==> config.mk <==
export PLATFORM = sky130hd
export DESIGN_NAME = spi_mode0_master_byte_shifter
export DESIGN_NICKNAME = d
export VERILOG_FILES = /design/src/hdl/smb_pkg.sv /design/src/hdl/smb_core.sv /design/src/hdl/spi_mode0_master_byte_shifter.sv
export SDC_FILE = /design/constraint.sdc
export NUM_CORES = 1
export LEC_CHECK = 0
export BUFFER_PORTS_ARGS = -buffer_cell sky130_fd_sc_hd__buf_2
export CAP_MARGIN = 15
export CORE_ASPECT_RATIO = 0.75
export CORE_UTILIZATION = 60
export DETAILED_ROUTE_END_ITERATION = 10
export PLACE_DENSITY = 0.83
export SLEW_MARGIN = 20
export SYNTH_ARGS = -nofsm -noshare
export SYNTH_HDL_FRONTEND = slang
export SYNTH_HIERARCHICAL = 1
export SYNTH_SLANG_ARGS = --single-unit
==> constraint.sdc <==
create_clock -name clk -period 5.2 [get_ports clk]
set_input_delay 1.04 -clock clk [delete_from_list [all_inputs] [get_ports clk]]
set_output_delay 1.04 -clock clk [all_outputs]
set_load 0.02 [all_outputs]
==> src/hdl/smb_pkg.sv <==
// Shared types and constants for the SPI mode-0 master byte shifter.
`default_nettype none

package smb_pkg;

	localparam int WORD_BITS_DEFAULT = 8;

	localparam logic [2:0] ACT_TICK       = 3'd0;
	localparam logic [2:0] ACT_SELECT     = 3'd1;
	localparam logic [2:0] ACT_RELEASE    = 3'd2;
	localparam logic [2:0] ACT_WRITE      = 3'd3;
	localparam logic [2:0] ACT_WRITE_READ = 3'd4;

	typedef struct packed {
		logic [2:0] action;
		logic [7:0] data_byte;
		logic       miso_level;
	} req_item_t;

	typedef struct packed {
		logic       sck_level;
		logic       mosi_level;
		logic       select_n_level;
		logic [7:0] read_byte;
		logic       done_res;
		logic       busy_res;
		logic       rejected;
	} rsp_item_t;

endpackage

`default_nettype wire

==> src/hdl/smb_core.sv <==
// Shift state and per-tick next-state logic of the SPI mode-0 master.
`default_nettype none

module smb_core #(
	parameter int WORD_BITS = smb_pkg::WORD_BITS_DEFAULT
) (
	input  wire                logic clk,
	input  wire                logic arst_n,
	input  wire                logic step_en,
	input  wire smb_pkg::req_item_t item,
	output smb_pkg::rsp_item_t result
);

	localparam int CNT_W = $clog2(WORD_BITS + 2);

	logic [WORD_BITS-1:0] out_shift_q, out_shift_n;
	logic [WORD_BITS-1:0] in_shift_q, in_shift_n;
	logic [CNT_W-1:0]     clocks_left_q, clocks_left_n;
	logic                 high_half_q, high_half_n;
	logic                 read_mode_q, read_mode_n;
	logic                 active_q, active_n;
	logic                 select_n_q, select_n_n;

	logic                 is_cmd;
	logic                 read_cmd;
	logic [WORD_BITS+7:0] data_ext;
	logic [WORD_BITS+7:0] in_ext;

	assign data_ext = {WORD_BITS'(0), item.data_byte};
	assign in_ext   = {8'd0, in_shift_q};
	assign read_cmd = (item.action == smb_pkg::ACT_WRITE_READ);

	always_comb begin
		is_cmd        = item.action inside {[smb_pkg::ACT_SELECT:smb_pkg::ACT_WRITE_READ]};
		out_shift_n   = out_shift_q;
		in_shift_n    = in_shift_q;
		clocks_left_n = clocks_left_q;
		high_half_n   = high_half_q;
		read_mode_n   = read_mode_q;
		active_n      = active_q;
		select_n_n    = select_n_q;
		result        = '0;
		if (active_q) begin
			result.rejected = is_cmd;
			if (high_half_q) begin
				result.sck_level  = 1'b1;
				result.mosi_level = out_shift_q[WORD_BITS-1];
				if (read_mode_q) begin
					in_shift_n = {in_shift_q[WORD_BITS-2:0], item.miso_level};
				end
				out_shift_n = {out_shift_q[WORD_BITS-2:0], 1'b0};
				if (clocks_left_q != '0) begin
					clocks_left_n = clocks_left_q - CNT_W'(1);
				end
				high_half_n = 1'b0;
			end else if (clocks_left_q != '0) begin
				result.mosi_level = out_shift_q[WORD_BITS-1];
				high_half_n       = 1'b1;
			end else begin
				result.done_res = 1'b1;
				if (read_mode_q) begin
					result.read_byte = in_ext[7:0];
				end
				active_n    = 1'b0;
				read_mode_n = 1'b0;
			end
		end else begin
			case (item.action)
				smb_pkg::ACT_SELECT: begin
					select_n_n = 1'b0;
				end
				smb_pkg::ACT_RELEASE: begin
					select_n_n = 1'b1;
				end
				smb_pkg::ACT_WRITE, smb_pkg::ACT_WRITE_READ: begin
					out_shift_n       = data_ext[WORD_BITS-1:0];
					in_shift_n        = '0;
					read_mode_n       = read_cmd;
					clocks_left_n     = CNT_W'(WORD_BITS) + CNT_W'(read_cmd);
					active_n          = 1'b1;
					high_half_n       = 1'b1;
					result.mosi_level = data_ext[WORD_BITS-1];
				end
				default: begin
				end
			endcase
		end
		result.select_n_level = select_n_n;
		result.busy_res       = active_n;
	end

	always_ff @(posedge clk or negedge arst_n) begin
		if (!arst_n) begin
			out_shift_q   <= '0;
			in_shift_q    <= '0;
			clocks_left_q <= '0;
			high_half_q   <= 1'b0;
			read_mode_q   <= 1'b0;
			active_q      <= 1'b0;
			select_n_q    <= 1'b1;
		end else if (step_en) begin
			out_shift_q   <= out_shift_n;
			in_shift_q    <= in_shift_n;
			clocks_left_q <= clocks_left_n;
			high_half_q   <= high_half_n;
			read_mode_q   <= read_mode_n;
			active_q      <= active_n;
			select_n_q    <= select_n_n;
		end
	end

endmodule

`default_nettype wire

==> src/hdl/spi_mode0_master_byte_shifter.sv <==
// Top level of the tick-driven SPI mode-0 master byte shifter.
//
// Each transfer on the req channel is one half-bit tick of the serial clock. It carries
// a command (tick only, assert select, release select, write, write-read), the byte to
// send and the sampled MISO level. Each tick produces exactly one transfer on the rsp
// channel with the pin levels to drive, the received byte, and done, busy and reject
// flags. Commands that arrive while a byte transfer runs are ignored and flagged.
// A tick passes an input register and then the shift logic into a result register.
// One tick is accepted per cycle as long as the receiver keeps up, since the shift
// state updates with every accepted tick.
// A write takes 2*WORD_BITS+1 ticks and a write-read 2*WORD_BITS+3 ticks.
// When the receiver stalls, the result and input registers hold and req_ready drops
// once both are full. Reset empties both registers, deselects the chip and clears
// the shift state.
`default_nettype none

module spi_mode0_master_byte_shifter #(
	parameter int WORD_BITS = smb_pkg::WORD_BITS_DEFAULT
) (
	input  wire                logic clk,
	input  wire                logic arst_n,
	input  wire                logic req_valid,
	output logic               req_ready,
	input  wire smb_pkg::req_item_t req,
	output logic               rsp_valid,
	input  wire                logic rsp_ready,
	output smb_pkg::rsp_item_t rsp
);

	smb_pkg::req_item_t item_s1;
	logic               valid_s1;
	smb_pkg::rsp_item_t result;
	smb_pkg::rsp_item_t rsp_q;
	logic               rsp_valid_q;
	logic               advance;
	logic               step_en;

	assign advance   = !rsp_valid_q || rsp_ready;
	assign step_en   = valid_s1 && advance;
	assign req_ready = !valid_s1 || advance;
	assign rsp_valid = rsp_valid_q;
	assign rsp       = rsp_q;

	always_ff @(posedge clk or negedge arst_n) begin
		if (!arst_n) begin
			valid_s1 <= 1'b0;
		end else if (req_ready) begin
			valid_s1 <= req_valid;
		end
	end

	always_ff @(posedge clk) begin
		if (req_ready && req_valid) begin
			item_s1 <= req;
		end
	end

	smb_core #(
		.WORD_BITS(WORD_BITS)
	) u_core (
		.clk    (clk),
		.arst_n (arst_n),
		.step_en(step_en),
		.item   (item_s1),
		.result (result)
	);

	always_ff @(posedge clk or negedge arst_n) begin
		if (!arst_n) begin
			rsp_valid_q <= 1'b0;
		end else if (advance) begin
			rsp_valid_q <= valid_s1;
		end
	end

	always_ff @(posedge clk) begin
		if (step_en) begin
			rsp_q <= result;
		end
	end

endmodule

`default_nettype wire

Yosys cells after proc, flatten, opt, wreduce, memory -nomap -nowiden
Cells that the tools add are included.

storage, ports and cells
  bits in registers = 52
  bits of input ports = 16
  output and inout bits = 16
  word-level logic and storage cells = 81

cells by class
  add/sub/neg operators = 2
  order comparisons = 2
  equality and inequality tests = 9
  multiplexer cells = 30
  bitwise operators = 2
  reduce and logical (&&, ||, !) cells = 17

operators with widths
  cell                                                                                  number
  8-bit 2-to-1 mux                                                                      7
  1-bit 2-to-1 mux                                                                      18
  4-bit 2-to-1 mux                                                                      4
  4-bit AND reduction                                                                   3
  3-bit by 2-bit == test with 1-bit output (second input constant)                      2
  2-bit inequality test (second input constant)                                         3
  4-bit by 1-bit adder with 4-bit output (first input constant)                         1
  2-bit by 1-bit inequality test with 1-bit output (second input constant)              2
  4-bit nonzero test                                                                    1
  2-bit OR reduction                                                                    2
  4-bit OR reduction                                                                    1
  4-bit by 1-bit subtractor with 4-bit output (second input constant)                   1
  3-bit by 1-bit == test with 1-bit output (second input constant)                      1
  3-bit == test (second input constant)                                                 1
  3-bit by 1-bit greater-or-equal comparator with 1-bit output (second input constant)  1
  3-bit less-or-equal comparator (second input constant)                                1
  1-bit logical AND                                                                     3
  3-bit AND reduction                                                                   1
  1-bit logical NOT                                                                     2
  1-bit logical OR                                                                      2
  1-bit inverter                                                                        2
  1-bit case mux with 2 select lines                                                    1
  2-bit AND reduction                                                                   1
  2-bit nonzero test                                                                    1

Logic depth before layout (Yosys ltp)
Gate-level depths: netlist of run 1.

  depth after elaboration = 4
  mapped depth = 7
  gate-level depth less buffers = 6

Hierarchy
The synthesis of run 1 kept the hierarchy.

modules (own cells, without submodules)
  module                         times used  cells each  area each (um^2)  sequential area each (um^2)
  smb_core                       1           156         1388.8            601.8
  spi_mode0_master_byte_shifter  1           34          884.6             830.8

Worst setup path before layout of run 1
No wires, ideal clock.

  path type = input-to-reg
  from = in rsp_ready
  to = reg u_core.in_shift_q[5]
  library setup time = 0.135 ns
  data arrival time = 2.428 ns
  required time = 5.065 ns
  setup slack = 2.637 ns
  cell stages on the path = 7
  path buffers = 2
  path through = nand2b_1 -> and2_1 -> buf_2 -> nand3_1 -> clkbuf_1 -> nand2_1 -> o22ai_1

on the way
  word-level cells in the longest chain between the ends = 3

ends and longest elaborated chain
  element                               RTL line                             text
  start: declaration                    spi_mode0_master_byte_shifter.sv:26  input wire logic rsp_ready,
  1-bit logical OR                      spi_mode0_master_byte_shifter.sv:38  assign advance = !rsp_valid_q || rsp_ready;
  1-bit logical AND                     spi_mode0_master_byte_shifter.sv:39  assign step_en = valid_s1 && advance;
  named net step_en                     spi_mode0_master_byte_shifter.sv:36  logic step_en;
  4-bit AND reduction (no source line)  --
  end signal: assignment                smb_core.sv:103                      in_shift_q <= in_shift_n;
  end: declaration                      smb_core.sv:17                       logic [WORD_BITS-1:0] in_shift_q, in_shift_n;

The timed path passes the listed nets, and every way through them passes these cells.
A chain may end at the register's enable or synchronous reset.

Worst setup path in the final report of run 1
  from = in rsp_ready
  to = reg u_core.in_shift_q[7]

The elaborated chain is that of the path after synthesis.

==> results of run 1 <==
==> sequential cells by signal, summed over array words and instances (netlist names) <==
name,count
u_core/high_half_q,1
u_core/select_n_q,1
rsp,14
u_core/clocks_left_q,4
u_core/read_mode_q,1
valid_s1,1
u_core/in_shift_q,8
rsp_valid,1
u_core/active_q,1
item_s1,12
u_core/out_shift_q,8
==> per-layer routing <==
layer  global-route usage  part of all wire  vias up  wire [um]
met1                0.289              0.46      726       1750
li1                     -                 -      733          -
met4               0.0784            0.0084        0         32
met5                    0                 0        -          0
met2                0.320              0.48       53       1810
met3               0.0730             0.053        6        201
==> worst max-delay path: cells and delay by family <==
kind            cells  cell delay [ns]
simple gates        4             1.79
compound gates      1             0.11
buf+inv             1             0.08
==> power groups by stage <==
stage / registers, mW / clock network, mW / logic, mW
2_1_floorplan: 0.584 / 0 / 0.229
3_3_place_gp: 0.607 / 0 / 0.249
3_5_place_dp: 0.611 / 0 / 0.269
4_1_cts: 0.603 / 0.281 / 0.269
5_1_grt: 0.617 / 0.294 / 0.301
6_report: 0.606 / 0.274 / 0.266
==> logic make-up after synthesis <==
group / Yosys count / share of synthesized area
muxes: 6 / 0.0264
AOI/OAI and AO/OA: 38 / 0.110
DFF: 52 / 0.630
buffers and inverters: 14 / 0.0347
and+or+nand+nor: 78 / 0.188
adders and majority gates: 2 / 0.0110
==> metrics by stage <==
step                utilization  area (um2)  instances
floorplan                     -        2270        190
CTS                       0.738        2540        269
detailed placement        0.704        2430        261
finish                    0.739        2540        269
global placement          0.704        2430        261
global route              0.739        2540        269
==> cell usage in the layout, fill, tap and decap left out, types with 2 or more instances in the layout <==
| cell type | n |
|---|---|
| dfrtp_1 | 24 |
| nand3b_1 | 2 |
| o31ai_1 | 2 |
| nand2b_1 | 4 |
| mux2i_1 | 6 |
| clkinv_4 | 2 |
| or4_1 | 2 |
| nor2b_1 | 2 |
| o22ai_1 | 9 |
| a21oi_1 | 5 |
| a22o_1 | 2 |
| nor3_1 | 2 |
| nand3_1 | 3 |
| buf_2 | 31 |
| nor3b_2 | 2 |
| edfxtp_1 | 26 |
| ha_1 | 2 |
| or3_1 | 2 |
| nand2_1 | 31 |
| nor2_1 | 10 |
| and2_1 | 10 |
| clkbuf_8 | 5 |
| o21ai_0 | 14 |
| inv_1 | 3 |
==> worst max path at each step <==
| stage | to | slack (ns) | cells after the start |
|---|---|---|---|
| 2_1_floorplan | u_core/in_shift_q[5] | 2.64 | 7 |
| 3_3_place_gp | u_core/in_shift_q[0] | 2.18 | 6 |
| 3_5_place_dp | u_core/in_shift_q[7] | 2.02 | 6 |
| 4_1_cts | u_core/in_shift_q[7] | 2.33 | 6 |
| 5_1_grt | u_core/in_shift_q[7] | 2.05 | 6 |
| 6_report | u_core/in_shift_q[7] | 2.33 | 6 |
==> layout make-up <==
type | instances | area [um2] | area share
flip-flops and latches | 52 | 1430 | 0.563
multi-input cells | 124 | 762 | 0.299
repair buffers | 31 | 155 | 0.0610
clock buffers | 5 | 68.8 | 0.0270
well taps | 50 | 62.6 | 0.0246
clock inverters | 3 | 47.5 | 0.0187
inverters | 4 | 15.0 | 0.00590
==> flow_metrics.tcl, run 1 <==
set metrics [dict create \
    slowest_stage "and2_1" \
    synth_common_cells "31 x nand2_1, 26 x edfxtp_1, 25 x dfrtp_1" \
    cts_sinks 52 \
    clk_pin_slew_ns 0.09 \
    wl_mm 3.80 \
    combPwrFrac 0.232 \
    setup-violations-final 0 \
    p_sw_mw 0.368 \
    die_h_um 55.3 \
    cts_resized 0 \
    synth.distinct_cells 42 \
    drc 0 \
    slowest_delay_ns 0.81 \
    fmax_ghz 0.349 \
    seqPwrFrac 0.529 \
    async_flop_share 0.500 \
    dr_total_vias 1518 \
    root_buffer "clkbuf_8" \
    final_hold_viol_count 0 \
    place.gp.congestion 0.895 \
    ant_nets 0 \
    grt_usage 0.213 \
    io_buffers 31 \
    fill_cells 222 \
    rows 18 \
    clkPwrFrac 0.239 \
    insertion_delay_ns 0.30 \
    wire_per_inst_um 14.1 \
    synth_top_area_cell "edfxtp_1" \
    switching_share 0.321 \
    final_nets 236 \
    grt_max_degree 32 \
    crit_fanout 25 \
    rr_endpoint "u_core/in_shift_q[7]" \
    worstHoldStart "item_s1[1]" \
    cts_made_buffers 5 \
    grt_pass1_vias 1441 \
    status "completed" \
    end_kind "flip-flop" \
    cellLeakagePower_nw 1.06 \
    final_max_slew_viol_count 0 \
    overflow 0 \
    core_area_mm2 0.00345 \
    cp.required_ns 5.36 \
    syn_area_per_cell_um2 12.0 \
    antennaDiodeCount 0 \
    hold_buffers 0 \
    crit_type "primary input to flip-flop" \
    p_int_mw 0.778 \
    worst_pin_slew_ns 1.02 \
    hold_path_depth 1 \
    postCtsSetupBuffers 0 \
    finalCritPeriodShare 0.551 \
    cts_tree "done" \
    vdd_drop_max_mv 0.314 \
    synth_top_area_frac 0.343 \
    ys_top_cells_by_area "edfxtp_1 34%, dfrtp_1 28%, nand2_1 5.1%" \
    fp.dieW_um 73.1 \
    drt-initial-drc-count 88 \
    synthFlopType "edfxtp_1" \
    rsz0062_at_grt "false" \
    dr.pass1.iters 4 \
    timing.hold.ws_ns 0.481 \
    ys_ff_latch 52 \
    synth_most_common_cell "nand2_1" \
    initial_utilization 0.660 \
    syn_inst 190 \
    grt_pass1_wl_mm 6.36 \
    vias_per_cell 5.64 \
    hold_path.class "flip-flop to flip-flop" \
    rrSetupSlack_ns 2.74 \
    place_ws_ns 2.02 \
    ctsHtreeMaxLevel 2 \
    die_area_mm2 0.00404 \
    yosysSeqAreaShare 0.630 \
    synth_nets 208 \
    drive_gt1_frac 0.228 \
    r2r_cells 5 \
    worst_slack_ns 2.33 \
    ys_warn_count 6 \
    rr_startpoint "rsp_valid" \
    max-slew-margin-rel 0.317 \
    ios 32 \
    cap_viol_max_count 0 \
    min_to "u_core/out_shift_q[0]" \
    fin_crit_ns 2.87 \
    power.density_mw_per_mm2 451 \
    clk_path_buf_depth 2 \
    antenna_found_initial 0 \
    total_power_mw 1.15 \
    area_growth_pct 11.9 \
    dpl.hpwl_mm 2.65 \
    crit_path_start_kind "primary input" \
    worstPathArrival_ns 3.02 \
    worstPathCellList "buf_2, nand2b_1, and2_1, nand3_1, nand2_1, o22ai_1" \
    synth_edf_count 26 \
    synth.cell_area_mm2 0.00227 \
    fin_setup_tns_ns 0 \
    finalClockSkew_ns 0.00781 \
    critPathLaunch "rsp_ready" \
]
No activity file was read; power rests on OpenSTA's default activity.
==> run 2, diff against run 1 <==
--- a/config.mk
+++ b/config.mk
@@ -8,9 +8,9 @@
 export BUFFER_PORTS_ARGS = -buffer_cell sky130_fd_sc_hd__buf_2
 export CAP_MARGIN = 15
 export CORE_ASPECT_RATIO = 0.75
-export CORE_UTILIZATION = 60
+export CORE_UTILIZATION = 51
 export DETAILED_ROUTE_END_ITERATION = 10
-export PLACE_DENSITY = 0.83
+export PLACE_DENSITY = 0.75
 export SLEW_MARGIN = 20
 export SYNTH_ARGS = -nofsm -noshare
 export SYNTH_HDL_FRONTEND = slang
==> constraint.sdc (replaced) <==
create_clock -name clk -period 2.4 [get_ports clk]
set_input_delay 0.48 -clock clk [delete_from_list [all_inputs] [get_ports clk]]
set_output_delay 0.48 -clock clk [all_outputs]
set_load 0.02 [all_outputs]
==> flow_metrics.tcl, run 2 (synthesized netlist as in run 1, its figures left out) <==
set metrics [dict create \
    stdcell_count 279 \
    fp.dieW_um 79.1 \
    clk_pin_slew_ns 0.09 \
    status "completed" \
    cellLeakagePower_nw 1.08 \
    ctsHtreeMaxLevel 2 \
    grt_pass1_vias 1412 \
    io_buffers 31 \
    timing.hold.ws_ns 0.172 \
    drive_gt1_frac 0.237 \
    end_kind "flip-flop" \
    wl_mm 3.95 \
    fin_util 0.615 \
    vias_per_cell 5.38 \
    worstPathArrival_ns 2.10 \
    grt_max_degree 27 \
    rr_startpoint "u_core/clocks_left_q[0]" \
    dr_total_vias 1501 \
    clk_path_buf_depth 2 \
    hold_path.class "primary input to asynchronous set/reset pin" \
    insertion_delay_ns 0.30 \
    setup-violations-final 0 \
    hold_buffers 0 \
    core_area_mm2 0.00415 \
    fmax_ghz 0.517 \
    ios 32 \
    grt_usage 0.188 \
    slowest_delay_ns 0.50 \
    dr.pass1.iters 4 \
    final_hold_viol_count 0 \
    power.density_mw_per_mm2 928 \
    placed_cell_area_mm2 0.00247 \
    worstPathCellList "inv_1, ha_1, or3b_2, nor3_2, and2_1" \
    fill_cells 354 \
    drt-initial-drc-count 105 \
    fin_setup_tns_ns 0 \
    wire_per_inst_um 14.2 \
    place.gp.congestion 0.790 \
    rr_endpoint "rsp[7]" \
    cts_sinks 52 \
    initial_utilization 0.547 \
    worst_pin_slew_ns 0.730 \
    final_nets 241 \
    cts_tree "done" \
    max-slew-margin-rel 0.512 \
    finalCritPeriodShare 0.806 \
    antenna_found_initial 0 \
    dpl.hpwl_mm 2.80 \
    finalClockSkew_ns 0.00637 \
    cts_made_buffers 5 \
    die_h_um 59.8 \
    postCtsSetupBuffers 0 \
    final_cell_mix "31 x buf_2, 31 x nand2_1, 26 x edfxtp_1" \
    drc 0 \
    final_area_mm2 0.00255 \
    cts_resized 0 \
    vdd_drop_max_mv 0.510 \
    fin_crit_ns 1.94 \
    cp.required_ns 2.56 \
    die_area_mm2 0.00473 \
    crit_path_start_kind "flip-flop" \
    antennaDiodeCount 0 \
    largest_reg_flops 14 \
    area_growth_pct 12.3 \
    rows 20 \
    root_buffer "clkbuf_8" \
    grt_pass1_wl_mm 6.62 \
    cap_viol_max_count 0 \
    rrSetupSlack_ns 0.46 \
    crit_type "flip-flop to flip-flop" \
    r2r_cells 5 \
    slowest_stage "or3b_2" \
    rsz0062_at_grt "false" \
    dp.cells 271 \
    ant_nets 0 \
    final_max_slew_viol_count 0 \
    crit_fanout 8 \
    overflow 0 \
]
==> run 2: worst max path at each step <==
stage | from | end | depth (start not counted)
after floorplan | rsp_valid | u_core/in_shift_q[5] | 7
after global placement | rsp_ready | u_core/clocks_left_q[2] | 7
after detailed placement | u_core/clocks_left_q[0] | rsp[7] | 5
after CTS | u_core/clocks_left_q[0] | rsp[7] | 5
after global routing | u_core/clocks_left_q[0] | rsp[7] | 5
final | u_core/clocks_left_q[0] | rsp[7] | 5
==> run 2: final cells by class <==
type / count / area, um2 / area share
clock buffers: 5 / 68.8 / 0.0269
clock inverters: 3 / 13.8 / 0.00539
inverters: 4 / 15.0 / 0.00588
well taps: 55 / 68.8 / 0.0269
repair buffers: 36 / 193 / 0.0755
flip-flops and latches: 52 / 1430 / 0.561
multi-input cells: 124 / 762 / 0.298
==> run 2: power breakdown <==
group	switching (mW)	internal [mW]	leakage (nW)	total (mW)
clock network	0.261	0.198	0.0453	0.459
logic	0.375	0.267	0.452	0.642
registers	0.146	1.12	0.578	1.27
==> run 2: layer usage <==
| metal | share of wire | up-vias | global-route usage |
|---|---|---|---|
| li1 | - | 744 | - |
| met1 | 0.47 | 705 | 0.255 |
| met2 | 0.47 | 46 | 0.302 |
| met3 | 0.046 | 6 | 0.0366 |
| met4 | 0.011 | 0 | 0.0753 |
| met5 | 0 | - | 0 |
==> run 2: through the flow <==
stage          power (mW)  worst slack (ns)
2_1_floorplan        1.76             0.384
3_3_place_gp         1.90             0.501
3_5_place_dp         1.92             0.458
4_1_cts              2.38             0.436
5_1_grt              2.52             0.342
6_report             2.37             0.465
==> run 2: worst max-delay path, delay by kind of cell (launching register included) <==
kind,cells,cell delay (ns)
adders and majority gates,1,0.18
buffers and inverters,1,0.10
DFF,1,0.43
and+or+nand+nor,3,1.10
==> run 3, diff against run 2 <==
--- a/config.mk
+++ b/config.mk
@@ -8,9 +8,9 @@
 export BUFFER_PORTS_ARGS = -buffer_cell sky130_fd_sc_hd__buf_2
 export CAP_MARGIN = 15
 export CORE_ASPECT_RATIO = 0.75
-export CORE_UTILIZATION = 51
+export CORE_UTILIZATION = 56
 export DETAILED_ROUTE_END_ITERATION = 10
-export PLACE_DENSITY = 0.75
+export PLACE_DENSITY = 0.78
 export SLEW_MARGIN = 20
 export SYNTH_ARGS = -nofsm -noshare
 export SYNTH_HDL_FRONTEND = slang
==> constraint.sdc (replaced) <==
create_clock -name clk -period 1.95 [get_ports clk]
set_input_delay 0.39 -clock clk [delete_from_list [all_inputs] [get_ports clk]]
set_output_delay 0.39 -clock clk [all_outputs]
set_load 0.02 [all_outputs]
==> flow_metrics.tcl, run 3 (synthesized netlist as in run 1, its figures left out) <==
set metrics [dict create \
    ios 32 \
    cts_tree "done" \
    area_growth_pct 13.6 \
    fin_crit_ns 1.86 \
    hold_buffers 0 \
    root_buffer "clkbuf_8" \
    wire_per_inst_um 14.4 \
    grt_pass1_vias 1431 \
    rr_endpoint "u_core/read_mode_q" \
    cp.required_ns 2.15 \
    place.gp.congestion 0.813 \
    cts_made_buffers 5 \
    core_area_mm2 0.00378 \
    final_cell_mix "31 x buf_2, 31 x nand2_1, 26 x edfxtp_1" \
    overflow 0 \
    r2r_cells 6 \
    dpl.hpwl_mm 2.87 \
    antennaDiodeCount 0 \
    worstPathCellList "inv_1, ha_1, or3b_2, nor2_1, o21ai_0, a32o_1" \
    worst_pin_slew_ns 0.586 \
    slowest_delay_ns 0.53 \
    critPathLaunch "u_core/clocks_left_q[0]" \
    combPwrFrac 0.288 \
    fp.dieW_um 75.6 \
    cts_sinks 52 \
    crit_fanout 6 \
    fmax_ghz 0.538 \
    ctsHtreeMaxLevel 2 \
    antenna_found_initial 0 \
    seqCellArea_mm2 0.00143 \
    clkPwrFrac 0.202 \
    die_h_um 57.2 \
    fill_cells 289 \
    worstPathArrival_ns 2.06 \
    rrSetupSlack_ns 0.09 \
    crit_type "flip-flop to flip-flop" \
    final_nets 243 \
    rr_startpoint "u_core/clocks_left_q[0]" \
    dp.cells 270 \
    largest_reg_flops 14 \
    grt_use_met1 0.276 \
    power.density_mw_per_mm2 1170 \
    switching_share 0.332 \
    rsz0062_at_grt "false" \
    stdcell_count 278 \
    finalClockSkew_ns 0.00756 \
    multi_input_area_um2 769 \
    grt_max_degree 27 \
    drt-initial-drc-count 183 \
    io_buffers 31 \
    vdd_drop_max_mv 0.703 \
    setup-violations-final 0 \
    cap_viol_max_count 0 \
    wl_mm 4.00 \
    max-slew-margin-rel 0.609 \
    ant_nets 0 \
    clk_path_buf_depth 2 \
    final_max_slew_viol_count 0 \
    grt_usage 0.211 \
    postCtsSetupBuffers 0 \
    dr.pass1.iters 4 \
    cellLeakagePower_nw 1.10 \
    grt_use_met2 0.351 \
    grt_pass1_wl_mm 6.56 \
    rows 19 \
    fin_setup_tns_ns 0 \
    final_hold_viol_count 0 \
    drive_gt1_frac 0.252 \
    die_area_mm2 0.00432 \
    grt_use_met3 0.0477 \
    seqPwrFrac 0.510 \
    p_sw_mw 1.00 \
    vias_per_cell 5.69 \
    hold_path.class "primary input to asynchronous set/reset pin" \
    total_power_mw 3.02 \
    crit_path_start_kind "flip-flop" \
    initial_utilization 0.601 \
    slowest_stage "or3b_2" \
    dr_total_vias 1581 \
    timing.hold.ws_ns 0.0794 \
    fin_util 0.683 \
    status "completed" \
    finalCritPeriodShare 0.952 \
    clk_pin_slew_ns 0.09 \
    end_kind "flip-flop" \
    p_int_mw 2.02 \
    top_usage_layer "met2" \
    insertion_delay_ns 0.30 \
    drc 0 \
]
[run 3: worst max-delay path, delay by kind of cell, from the launching register on]
family | cells | cell delay [ns]
DFF | 1 | 0.44
buffers and inverters | 1 | 0.10
AOI/OAI and AO/OA | 2 | 0.32
and+or+nand+nor | 2 | 0.71
adders and majority gates | 1 | 0.19
[run 3: worst max-delay path by stage]
stage,endpoint,slack [ns],depth (start not counted)
final,u_core/read_mode_q,0.09,6
after CTS,rsp[7],0.06,5
after floorplan,u_core/in_shift_q[5],0.10,7
after global placement,rsp[3],0.19,5
after global routing,u_core/read_mode_q,0.02,6
after detailed placement,rsp[7],0.09,5
[run 3: metal layers]
metal / wire, um / vias to the layer above
met3: 223 / 7
met2: 2020 / 71
met5: 0 / -
li1: - / 747
met1: 1710 / 756
met4: 46 / 0
[run 3: stage by stage]
| step | cell area, um2 | setup WS (ns) |
|---|---|---|
| finish | 2580 | 0.0928 |
| global route | 2580 | 0.0207 |
| CTS | 2580 | 0.0572 |
| detailed placement | 2480 | 0.0891 |
| global placement | 2480 | 0.185 |
| floorplan | 2270 | 0.103 |
[run 3: what timing repair did]
item / in CTS / in global routing
hold endpoints to repair: 0 / 0
setup endpoints to repair: 0 / 8
resized for setup: 0 / 1
[run 3: cell type report]
cell class,count,share of cell area
timing repair buffer,38,0.0804
clock buffer,6,0.0320
tap,52,0.0252
sequential,52,0.555
clock inverter,2,0.00388
inverter,4,0.00581
multi-input combinational,124,0.298
[run 3: power by group through the flow]
stage | registers (mW) | logic, mW | clock network, mW
final | 1.54 | 0.868 | 0.610
after global routing | 1.57 | 0.964 | 0.665
after CTS | 1.54 | 0.863 | 0.614
after detailed placement | 1.56 | 0.852 | 0
after global placement | 1.54 | 0.798 | 0
after floorplan | 1.56 | 0.611 | 0
